===== src/rtl/awbg_pkg.sv =====
`default_nettype none
package awbg_pkg;

    localparam int RATIO_W    = 16;
    localparam int BYTE_W     = 8;
    localparam int CFG_IDX_W  = 2;

    // restoring divider geometry
    localparam int NUM_W      = 28;
    localparam int DIV_BITS   = 4;
    localparam int DIV_STAGES = NUM_W / DIV_BITS;

    // gain sets buffered between the divider pipeline and the write sequencer
    localparam int FIFO_DEPTH = 4;
    localparam int FIFO_AW    = $clog2(FIFO_DEPTH);
    localparam int CNT_W      = $clog2(FIFO_DEPTH + 1);

    localparam logic [CFG_IDX_W-1:0] CFG_GOLDEN_RED  = 2'd0;
    localparam logic [CFG_IDX_W-1:0] CFG_GOLDEN_BLUE = 2'd1;

    localparam logic [RATIO_W-1:0] UNITY_GAIN   = 16'h0100;
    localparam logic [RATIO_W-1:0] RATIO_ONE    = 16'd512;
    localparam logic [NUM_W-1:0]   NUM_GAIN_ONE = NUM_W'(32'h0002_0000);

    localparam logic [RATIO_W-1:0] ADDR_GROUP_HOLD = 16'h3FF9;
    localparam logic [RATIO_W-1:0] ADDR_RED        = 16'h0210;
    localparam logic [RATIO_W-1:0] ADDR_BLUE       = 16'h0212;
    localparam logic [RATIO_W-1:0] ADDR_GREEN1     = 16'h020E;
    localparam logic [RATIO_W-1:0] ADDR_GREEN2     = 16'h0214;

    localparam int BEAT_W = 4;
    localparam logic [BEAT_W-1:0] BEAT_HOLD     = 4'd0;
    localparam logic [BEAT_W-1:0] BEAT_RED_HI   = 4'd1;
    localparam logic [BEAT_W-1:0] BEAT_RED_LO   = 4'd2;
    localparam logic [BEAT_W-1:0] BEAT_BLUE_HI  = 4'd3;
    localparam logic [BEAT_W-1:0] BEAT_BLUE_LO  = 4'd4;
    localparam logic [BEAT_W-1:0] BEAT_GRN1_HI  = 4'd5;
    localparam logic [BEAT_W-1:0] BEAT_GRN1_LO  = 4'd6;
    localparam logic [BEAT_W-1:0] BEAT_GRN2_HI  = 4'd7;
    localparam logic [BEAT_W-1:0] BEAT_GRN2_LO  = 4'd8;

    typedef struct packed {
        logic               err;
        logic [RATIO_W-1:0] red_gain;
        logic [RATIO_W-1:0] blue_gain;
        logic [RATIO_W-1:0] green_gain;
    } t_gain_set;

endpackage
`default_nettype wire


===== src/rtl/awbg_div.sv =====
`default_nettype none
// Pipelined restoring divider, DIV_BITS quotient bits per stage.
// Quotient is returned modulo 2^16.
module awbg_div (
    input  wire logic                              i_clk,
    input  wire logic [awbg_pkg::NUM_W-1:0]        i_num,
    input  wire logic [awbg_pkg::RATIO_W-1:0]      i_den,
    output logic      [awbg_pkg::RATIO_W-1:0]      o_quo
);

    logic [awbg_pkg::RATIO_W-1:0] r_rem [awbg_pkg::DIV_STAGES];
    logic [awbg_pkg::NUM_W-1:0]   r_num [awbg_pkg::DIV_STAGES];
    logic [awbg_pkg::RATIO_W-1:0] r_quo [awbg_pkg::DIV_STAGES];
    logic [awbg_pkg::RATIO_W-1:0] r_den [awbg_pkg::DIV_STAGES];

    genvar s;
    generate
        for (s = 0; s < awbg_pkg::DIV_STAGES; s++) begin : g_stage
            logic [awbg_pkg::RATIO_W-1:0] rem_in, quo_in, den_in;
            logic [awbg_pkg::NUM_W-1:0]   num_in;
            logic [awbg_pkg::RATIO_W-1:0] n_rem, n_quo;
            logic [awbg_pkg::NUM_W-1:0]   n_num;

            if (s == 0) begin : g_first
                assign rem_in = '0;
                assign quo_in = '0;
                assign num_in = i_num;
                assign den_in = i_den;
            end else begin : g_next
                assign rem_in = r_rem[s-1];
                assign quo_in = r_quo[s-1];
                assign num_in = r_num[s-1];
                assign den_in = r_den[s-1];
            end

            always_comb begin
                logic [awbg_pkg::RATIO_W:0] t;
                logic                       qb;
                n_rem = rem_in;
                n_quo = quo_in;
                n_num = num_in;
                for (int b = 0; b < awbg_pkg::DIV_BITS; b++) begin
                    t     = {n_rem, n_num[awbg_pkg::NUM_W-1]};
                    n_num = {n_num[awbg_pkg::NUM_W-2:0], 1'b0};
                    qb    = (t >= {1'b0, den_in});
                    if (qb) begin
                        t = t - {1'b0, den_in};
                    end
                    n_rem = t[awbg_pkg::RATIO_W-1:0];
                    n_quo = {n_quo[awbg_pkg::RATIO_W-2:0], qb};
                end
            end

            always_ff @(posedge i_clk) begin
                r_rem[s] <= n_rem;
                r_quo[s] <= n_quo;
                r_num[s] <= n_num;
                r_den[s] <= den_in;
            end
        end
    endgenerate

    assign o_quo = r_quo[awbg_pkg::DIV_STAGES-1];

endmodule
`default_nettype wire


===== config.mk =====
export PLATFORM = sky130hd
export DESIGN_NAME = awbg_div
export DESIGN_NICKNAME = d
export VERILOG_FILES = /design/src/rtl/awbg_pkg.sv /design/src/rtl/awbg_div.sv
export SDC_FILE = /design/constraint.sdc
export NUM_CORES = 1
export LEC_CHECK = 0
export BUFFER_PORTS_ARGS = -buffer_cell sky130_fd_sc_hd__buf_2
export CAP_MARGIN = 10
export CORE_ASPECT_RATIO = 1.2
export CORE_MARGIN = 1.5
export CORE_UTILIZATION = 45
export DETAILED_ROUTE_END_ITERATION = 6
export HOLD_SLACK_MARGIN = 0.06
export PLACE_DENSITY_LB_ADDON = 0.25
export REMOVE_ABC_BUFFERS = 1
export SLEW_MARGIN = 10
export SYNTH_ARGS = -nofsm -noshare
export SYNTH_HDL_FRONTEND = slang
export SYNTH_SLANG_ARGS = --single-unit

===== constraint.sdc =====
create_clock -name i_clk -period 32.9 [get_ports i_clk]
set_clock_uncertainty 0.15 [all_clocks]
set_input_delay 6.58 -clock i_clk [delete_from_list [all_inputs] [get_ports i_clk]]
set_output_delay 6.58 -clock i_clk [all_outputs]
set_load 0.02 [all_outputs]

==> summary.txt <==
outcome - complete, no violations
post-CTS setup buffers - 0
complex-gate fraction of the synthesized area - 22.4%
min-delay src - r_quo[5][9]
Final Max Tran Viols - 0
P&R area growth vs syn - 8.37%
Post-Synth Simple-Gate Area - 15.4%
Reg2Reg Depth - 41
RR Endpoint - r_rem[4][6]
GR Overflow Total - 0
Worst Hold Depth - 0
hold_ws - 141 ps
crit-path max FO - 16
CP most frequent cell - ha_1
# rows - 105
Ports - 61
Buffers on Ports - 60
Final Critical Period - 17370 ps
GPL Wtd Cong - 0.899
WP data required - 33190 ps
core region area - 68300 µm²
layout cell share with drive strength beyond 1 - 11.8%
antenna-violating nets left - 0
DRC - 0
Setup Viol. Count Final - 0
most common cell after layout, fill and taps aside - ha_1
Post-Syn Area - 31000 µm²
TritonCTS clock tree - yes
Hold Path Class - reg2reg
Tcrit/Tclk final - 52.8%
first-pass GRT wire length - 135 mm
htree depth - 2
RSZ-0062 raised after global routing - false
antenna violations before repair - 1
final hold vios - 0
Post-Synth XOR/XNOR Area - 8.17%
most frequent cells in the layout - ha_1 (434), dfxtp_1 (316), a21oi_1 (289)
clk sink count - 316
post-synthesis cell count - 3669
Yosys reg bits - 316
TritonCTS Buffers - 38
Synth cell types - 89
startpoint types - input pin
# diodes - 0
reg2reg start - r_den[3][1]
post-DR vias/cell - 5.78
crit path kind - in2reg
post-DR wirelength/cell - 18.1 µm
Worst slew margin - 25.1%
Die Wd - 243 µm
asr flop ratio synth - 0%
CP max-delay cell - a31oi_2
CTS Root Buffer Type - clkbuf_16
Post-DP HPWL - 68.5 mm
Synth Area per Inst - 8.45 µm²
end of the worst hold path - r_quo[6][13]
post-synthesis sequential area ratio - 20.4%
vias post-DR - 26900
maxcap violations - 0
largest family of logic cells by synthesized area - compound AO/OA/AOI/OAI gates
Final Net Count - 4233
Worst Path Arrival - 17660 ps
vias in the first global route - 26000
Adder-Cell Fraction of Synth Area - 19.2%
fmax - 57.6 MHz
total track usage - 23.4%
CTS Buffer Depth - 3
Starting Density - 45.4%
chip height - 291 µm
Worst-path clk slew - 70 ps
hold buffers post-CTS - 0
R2R Setup Slk - 20160 ps
largest net degree at the start of global routing - 46
cts repair resizes - 0
First-pass DRT Iterations - 7
Total Routed Length - 84.3 mm
Least-Margin Pin Slew - 1120 ps
Synth Flop Type - dfxtp_1
EDFF count, synth - 0
Die ar. - 70500 µm²
mux cell area share after synthesis - 10.4%
synth warn - 0
Critical Path End Type - register
Sum Neg Setup Slack - 0 ps
Worst-Skew Late Latency - 580 ps
DR iter-0 viols - 1405
slowest stage delay, CP - 870 ps
how the worst max path moves through the flow:
stage	slack, ps	endpoint	start
global placement	15170	r_rem[0][4]	i_num[27]
global route	14510	r_rem[0][6]	i_num[27]
CTS	15640	r_rem[0][5]	i_num[27]
detailed placement	15110	r_rem[0][5]	i_num[27]
floorplan	17410	r_rem[0][10]	i_num[27]
finish	15530	r_rem[0][11]	i_num[27]
per-stage QoR:
step / util, % / setup slack (ps) / instances / instance area, µm²
3_5_place_dp: 47.3 / 15110 / 4597 / 32300
6_report: 49.2 / 15530 / 4663 / 33600
3_3_place_gp: 47.3 / 15170 / 4597 / 32300
2_1_floorplan: - / 17410 / 3617 / 30800
4_1_cts: 49.2 / 15640 / 4663 / 33600
5_1_grt: 49.2 / 14510 / 4663 / 33600
final cells by class:
type                       count  area (µm²)
clock buffer                  48        1070
fill                        6757       34700
timing repair buffer          71         383
clock inverter                18         209
tap                          909        1140
inverter                     272        1020
multi-input combinational   3029       23400
sequential                   316        6330
per-layer routing:
layer  GRT usage (%)  part of all wire, %
met1            28.6                   44
met2            42.1                   49
met3            2.14                  3.4
met4            8.62                  3.7
met5               0                    0
state kept, by name (all words and copies together), names as in the netlist:
| name | count |
|---|---|
| r_den | 96 |
| r_num | 84 |
| r_quo | 40 |
| r_rem | 96 |
cells in the mapped netlist, types with 27 or more instances:
| master | number | area [µm²] |
|---|---|---|
| ha_1 | 434 | 5430 |
| dfxtp_1 | 316 | 6330 |
| a21oi_1 | 289 | 1450 |
| inv_1 | 269 | 1010 |
| nor2_1 | 266 | 998 |
| mux2_2 | 236 | 2660 |
| xnor2_1 | 196 | 1720 |
| nand2_1 | 191 | 717 |
| o21ai_0 | 184 | 921 |
| a21o_1 | 97 | 728 |
| nor3_1 | 93 | 465 |
| xor2_1 | 93 | 815 |
| o21a_1 | 80 | 601 |
| nor2b_1 | 69 | 432 |
| nand4_1 | 60 | 375 |
| nand3_1 | 59 | 295 |
| mux2i_1 | 44 | 440 |
| a31oi_1 | 41 | 257 |
| a211oi_1 | 38 | 285 |
| o211ai_1 | 38 | 285 |
| nand2b_1 | 37 | 231 |
| clkbuf_1 | 31 | 116 |
| o21bai_1 | 31 | 233 |
| or2_2 | 27 | 169 |
kinds of logic (layout without fill, tap and decap cells):
kind of cell	count (synthesis)	count (layout)
AOI/OAI and AO/OA	1037	1037
buffers and inverters	324	409
DFF	316	316
xor gates and xnor gates	289	289
muxes	289	289
adders and majority gates	460	460
and+or+nand+nor	954	954
critical path, delay by kind of cell:
family,cells,cell delay (ps)
and+or+nand+nor,7,1620
AOI/OAI and AO/OA,18,6330
adders and majority gates,5,1390
muxes,3,1250
buffers and inverters,5,460
Power is left out: the tool's default activity adds up to more than one toggle a clock period on the data nets, which glitch-free logic cannot reach.
