$ cat src/rtl/awbg_pkg.sv
`default_nettype none
package awbg_pkg;

    localparam int RATIO_W    = 16;
    localparam int BYTE_W     = 8;
    localparam int CFG_IDX_W  = 2;

    // restoring divider geometry
    localparam int NUM_W      = 28;
    localparam int DIV_BITS   = 4;
    localparam int DIV_STAGES = NUM_W / DIV_BITS;

    // gain sets buffered between the divider pipeline and the write sequencer
    localparam int FIFO_DEPTH = 4;
    localparam int FIFO_AW    = $clog2(FIFO_DEPTH);
    localparam int CNT_W      = $clog2(FIFO_DEPTH + 1);

    localparam logic [CFG_IDX_W-1:0] CFG_GOLDEN_RED  = 2'd0;
    localparam logic [CFG_IDX_W-1:0] CFG_GOLDEN_BLUE = 2'd1;

    localparam logic [RATIO_W-1:0] UNITY_GAIN   = 16'h0100;
    localparam logic [RATIO_W-1:0] RATIO_ONE    = 16'd512;
    localparam logic [NUM_W-1:0]   NUM_GAIN_ONE = NUM_W'(32'h0002_0000);

    localparam logic [RATIO_W-1:0] ADDR_GROUP_HOLD = 16'h3FF9;
    localparam logic [RATIO_W-1:0] ADDR_RED        = 16'h0210;
    localparam logic [RATIO_W-1:0] ADDR_BLUE       = 16'h0212;
    localparam logic [RATIO_W-1:0] ADDR_GREEN1     = 16'h020E;
    localparam logic [RATIO_W-1:0] ADDR_GREEN2     = 16'h0214;

    localparam int BEAT_W = 4;
    localparam logic [BEAT_W-1:0] BEAT_HOLD     = 4'd0;
    localparam logic [BEAT_W-1:0] BEAT_RED_HI   = 4'd1;
    localparam logic [BEAT_W-1:0] BEAT_RED_LO   = 4'd2;
    localparam logic [BEAT_W-1:0] BEAT_BLUE_HI  = 4'd3;
    localparam logic [BEAT_W-1:0] BEAT_BLUE_LO  = 4'd4;
    localparam logic [BEAT_W-1:0] BEAT_GRN1_HI  = 4'd5;
    localparam logic [BEAT_W-1:0] BEAT_GRN1_LO  = 4'd6;
    localparam logic [BEAT_W-1:0] BEAT_GRN2_HI  = 4'd7;
    localparam logic [BEAT_W-1:0] BEAT_GRN2_LO  = 4'd8;

    typedef struct packed {
        logic               err;
        logic [RATIO_W-1:0] red_gain;
        logic [RATIO_W-1:0] blue_gain;
        logic [RATIO_W-1:0] green_gain;
    } t_gain_set;

endpackage
`default_nettype wire

$ cat src/rtl/awbg_ser.sv
`default_nettype none
// Gain-set queue and register write sequencer: one beat per cycle while a gain set is active.
module awbg_ser (
    input  wire logic                            i_clk,
    input  wire logic                            i_rst_n,
    input  wire logic                            i_push,
    input  wire awbg_pkg::t_gain_set             i_set,
    output logic                                 o_done,
    output logic                                 o_strobe,
    output logic [awbg_pkg::RATIO_W-1:0]         o_reg_address,
    output logic [awbg_pkg::BYTE_W-1:0]          o_reg_data,
    output logic                                 o_error,
    output logic                                 o_last
);

    awbg_pkg::t_gain_set             r_mem [awbg_pkg::FIFO_DEPTH];
    logic [awbg_pkg::FIFO_AW-1:0]    r_wr, r_rd;
    logic [awbg_pkg::CNT_W-1:0]      r_fill;
    logic                            r_active;
    logic [awbg_pkg::BEAT_W-1:0]     r_beat;
    awbg_pkg::t_gain_set             r_cur;

    logic                            r_strobe, r_error, r_last;
    logic [awbg_pkg::RATIO_W-1:0]    r_addr;
    logic [awbg_pkg::BYTE_W-1:0]     r_data;

    logic                            fin;
    logic                            pop;
    logic [awbg_pkg::RATIO_W-1:0]    n_addr;
    logic [awbg_pkg::BYTE_W-1:0]     n_data;

    assign fin = r_active && (r_cur.err || r_beat == awbg_pkg::BEAT_GRN2_LO);
    assign pop = (r_fill != '0) && (!r_active || fin);

    always_comb begin
        n_addr = '0;
        n_data = '0;
        case (r_beat)
            awbg_pkg::BEAT_HOLD: begin
                n_addr = awbg_pkg::ADDR_GROUP_HOLD;
            end
            awbg_pkg::BEAT_RED_HI: begin
                n_addr = awbg_pkg::ADDR_RED;
                n_data = r_cur.red_gain[15:8];
            end
            awbg_pkg::BEAT_RED_LO: begin
                n_addr = awbg_pkg::ADDR_RED + 16'd1;
                n_data = r_cur.red_gain[7:0];
            end
            awbg_pkg::BEAT_BLUE_HI: begin
                n_addr = awbg_pkg::ADDR_BLUE;
                n_data = r_cur.blue_gain[15:8];
            end
            awbg_pkg::BEAT_BLUE_LO: begin
                n_addr = awbg_pkg::ADDR_BLUE + 16'd1;
                n_data = r_cur.blue_gain[7:0];
            end
            awbg_pkg::BEAT_GRN1_HI: begin
                n_addr = awbg_pkg::ADDR_GREEN1;
                n_data = r_cur.green_gain[15:8];
            end
            awbg_pkg::BEAT_GRN1_LO: begin
                n_addr = awbg_pkg::ADDR_GREEN1 + 16'd1;
                n_data = r_cur.green_gain[7:0];
            end
            awbg_pkg::BEAT_GRN2_HI: begin
                n_addr = awbg_pkg::ADDR_GREEN2;
                n_data = r_cur.green_gain[15:8];
            end
            awbg_pkg::BEAT_GRN2_LO: begin
                n_addr = awbg_pkg::ADDR_GREEN2 + 16'd1;
                n_data = r_cur.green_gain[7:0];
            end
            default: begin
                n_addr = '0;
                n_data = '0;
            end
        endcase
        // error beat carries zero address and data
        if (r_cur.err) begin
            n_addr = '0;
            n_data = '0;
        end
    end

    always_ff @(posedge i_clk) begin
        if (i_push) begin
            r_mem[r_wr] <= i_set;
        end
        if (pop) begin
            r_cur <= r_mem[r_rd];
        end
        r_addr <= n_addr;
        r_data <= n_data;
    end

    always_ff @(posedge i_clk) begin
        if (!i_rst_n) begin
            r_wr     <= '0;
            r_rd     <= '0;
            r_fill   <= '0;
            r_active <= 1'b0;
            r_beat   <= '0;
            r_strobe <= 1'b0;
            r_error  <= 1'b0;
            r_last   <= 1'b0;
        end else begin
            if (i_push) begin
                r_wr <= r_wr + 1'b1;
            end
            if (pop) begin
                r_rd <= r_rd + 1'b1;
            end
            r_fill <= r_fill + CNT_INC(i_push) - CNT_INC(pop);
            if (pop) begin
                r_active <= 1'b1;
                r_beat   <= awbg_pkg::BEAT_HOLD;
            end else if (fin) begin
                r_active <= 1'b0;
            end else if (r_active) begin
                r_beat <= r_beat + 1'b1;
            end
            r_strobe <= r_active;
            r_error  <= r_active && r_cur.err;
            r_last   <= fin;
        end
    end

    function automatic logic [awbg_pkg::CNT_W-1:0] CNT_INC(input logic b);
        CNT_INC = {{(awbg_pkg::CNT_W-1){1'b0}}, b};
    endfunction

    assign o_done        = fin;
    assign o_strobe      = r_strobe;
    assign o_reg_address = r_addr;
    assign o_reg_data    = r_data;
    assign o_error       = r_error;
    assign o_last        = r_last;

endmodule
`default_nettype wire

$ cat config.mk
export PLATFORM = sky130hd
export DESIGN_NAME = awbg_ser
export DESIGN_NICKNAME = d
export VERILOG_FILES = /design/src/rtl/awbg_pkg.sv /design/src/rtl/awbg_ser.sv
export SDC_FILE = /design/constraint.sdc
export NUM_CORES = 1
export LEC_CHECK = 0
export ABC_CLOCK_PERIOD_IN_PS = 3750
export BUFFER_PORTS_ARGS = -buffer_cell sky130_fd_sc_hd__buf_2
export CAP_MARGIN = 40
export CORE_MARGIN = 8
export CORE_UTILIZATION = 40
export CTS_BUF_LIST = sky130_fd_sc_hd__clkbuf_4
export DETAILED_ROUTE_END_ITERATION = 8
export PLACE_DENSITY = 0.6
export SETUP_SLACK_MARGIN = 0.05
export SLEW_MARGIN = 20
export SYNTH_ARGS = -nofsm -noshare
export SYNTH_HDL_FRONTEND = slang
export SYNTH_SLANG_ARGS = --single-unit
$ cat constraint.sdc
create_clock -name i_clk -period 3.75 [get_ports i_clk]
set_input_delay 0.75 -clock i_clk [delete_from_list [all_inputs] [get_ports i_clk]]
set_output_delay 0.75 -clock i_clk [all_outputs]
set_load 0.005 [all_outputs]
==> impl_metrics.tcl <==
set metrics [dict create \
    status "completed" \
    post-route-period-util_pct 83.9 \
    ant_nets 0 \
    track_usage_pct 13.1 \
    fin_setup_tns_ns 0 \
    min_path_type "primary input to flop" \
    cp_max_fo 17 \
    ys_ff_latch 275 \
    seq_area_sq_mm 0.00796 \
    antenna_found_initial 6 \
    initial_core_util_pct 40.9 \
    r2r_cells 12 \
    worstPathRequired_ns 3.00 \
    cts_made_buffers 72 \
    yosysSeqAreaShare_pct 77.1 \
    wl_per_cell_um 20.1 \
    peakVddDrop_mv 0.304 \
    cap_violations 0 \
    timing.rr.start "r_beat[0]" \
    nFillCells 2170 \
    hp-start "i_set[19]" \
    coreArea_sq_mm 0.0253 \
    globalplace.congestion 0.828 \
    ys_async_sr_fraction_pct 0 \
    die_w_um 177 \
    insertion_delay_ns 0.64 \
    drc 0 \
    place_hpwl_um 13000 \
    first_pass_iters 4 \
    r2r-end "r_fill[2]" \
    cts-root-buf "clkbuf_4" \
    path_clk_slew_ns 0.06 \
    clock_path_buffers 3 \
    io_pins 80 \
    cts_max_level 3 \
    syn_area_sq_mm 0.0103 \
    cts_tree "yes" \
    worst_slew_pin_slew_ns 0.693 \
    syn_area_per_cell_sq_um 20.7 \
    drtIter0Drc 272 \
    drt-total-wl_um 20100 \
    cts_resized 0 \
    fmax_mhz 318 \
    vias_per_cell 5.10 \
    postCtsSetupBuffers 0 \
    r2r_setup_slack_ns 0.80 \
    grt_setup_unrepaired "false" \
    ys.flop_type "edfxtp_1" \
    relSlewSlack_pct 53.8 \
    num-nets-final 686 \
    leakagePower_nw 4.10 \
    syn_inst 498 \
    die_h_um 177 \
    yosysWarnings 0 \
    synth_cell_types 46 \
    slew_violations 0 \
    fin_skew_ns 0.0332 \
    whs_path_depth 1 \
    criticalPathCategory "flop to primary output" \
    synth.largest_area_cell "edfxtp_1" \
    rows 58 \
    grt_pass1_vias 5495 \
    synth.top_cell.area_share_pct 71.3 \
    die_area_sq_mm 0.0312 \
    crit_arrival_ns 2.40 \
    vias 5095 \
    grt_first_pass_wirelength_um 31100 \
    cts_hold_buf 0 \
    startpoint_type "flop" \
    io_buffers 77 \
    setup_violations 0 \
    drive_gt1_share_pct 39.3 \
    total_power_w 0.00816 \
    overflow 0 \
    multi_input_area_sq_mm 0.00209 \
    final_hold_viol_count 0 \
    synth_area_leaders "edfxtp_1, mux4_2, dfxtp_1" \
    grt_max_degree 51 \
    synth_edf_count 245 \
    end_kind "primary output" \
    min_to "r_mem[2][19]" \
    area_delta_synth_final_pct 15.6 \
    p_per_area_mw_per_mm2 684 \
    cts.sinks 275 \
    period_minus_slack_ns 3.15 \
]
-- kinds of logic after synthesis --
group / count (synthesis) / synth area share (%)
flip-flops: 275 / 77.1
AO/OA/AOI/OAI: 65 / 5.00
multiplexers: 52 / 11.0
buffers and inverters: 48 / 2.79
AND/OR/NAND/NOR: 44 / 2.49
adder cells (fa/ha/maj): 11 / 1.41
XOR/XNOR: 2 / 0.170
other: 1 / 0.0363
-- synth_stat cells (all sizes together), types with 8 or more instances --
cell type,count
edfxtp,245
mux4,49
buf,30
dfxtp,30
a32oi,16
inv,11
ha,10
nand2,9
o211ai,9
o221ai,9
a22o,8
-- critical path: stages, from the launching register on --
cell      delay (ns)
dfxtp_1         0.36
inv_1           0.12
ha_1            0.57
nand3b_2        0.30
a21boi_0        0.26
buf_2           0.15
-- sequential cells by signal (all words and copies together) (netlist names), 2 cells and up --
register / count
r_fill: 3
r_wr: 2
r_cur: 49
o_reg_data: 8
o_reg_address: 7
r_rd: 2
r_beat: 4
r_mem: 196
-- per-layer routing --
metal | global-route usage [%] | up-vias | share of wire (%)
met5 | 0 | - | 0.24
met4 | 5.50 | 8 | 1.5
met3 | 4.42 | 32 | 7.3
met2 | 21.0 | 165 | 49
met1 | 16.0 | 2565 | 42
li1 | - | 2325 | -
-- worst max path at each step --
stage	startpoint	slack, ns	to	cells past startpoint
floorplan	r_beat[0]	0.46	r_fill[2]	13
global placement	r_beat[0]	1.02	r_fill[2]	12
detailed placement	r_beat[0]	0.87	r_fill[2]	12
CTS	r_beat[0]	0.57	o_done	5
global route	r_beat[0]	0.41	o_done	5
finish	r_beat[0]	0.60	o_done	5
-- cells in the final DEF, fill, tap and decap left out, drive strengths merged, types with 3 or more instances in the layout --
cell / instances
inv: 12
buf: 87
dfxtp: 30
o21ai: 5
o211ai: 9
nor2: 6
nand2b: 3
edfxtp: 245
a22o: 8
nor3: 3
a21oi: 7
nand3: 3
mux2i: 3
and2: 7
nand2: 9
ha: 10
nor2b: 6
clkinv: 9
clkbuf: 109
mux4: 49
a32oi: 16
o221ai: 9
-- area by class of cell --
type                       count  share of cell area (%)
antenna                        1                  0.0210
clock buffer                 109                    6.86
clock inverter                11                   0.587
inverter                      11                   0.346
multi-input combinational    176                    17.5
sequential                   275                    66.7
tap                          330                    3.46
timing repair buffer          87                    4.49
-- power by group --
part,total [W],leakage (nW),internal (W),switching [W]
logic,0.00146,1.04,0.000643,0.000818
registers,0.00423,2.53,0.00398,0.000245
clock network,0.00247,0.539,0.00138,0.00109
total,0.00816,4.10,0.00600,0.00215
-- stage by stage --
step                area, sq um  std cells  utilization [%]  hold WS, ns  setup slack (ns)
global placement          11000        878             43.6        0.502              1.02
detailed placement        11000        879             43.7        0.547             0.866
floorplan                 10300        499                -        0.469             0.455
global route              11900       1000             47.2        0.268             0.409
CTS                       11900        999             47.2        0.243             0.567
finish                    11900       1000             47.2        0.324             0.603
No activity file was read; power rests on OpenSTA's default activity.
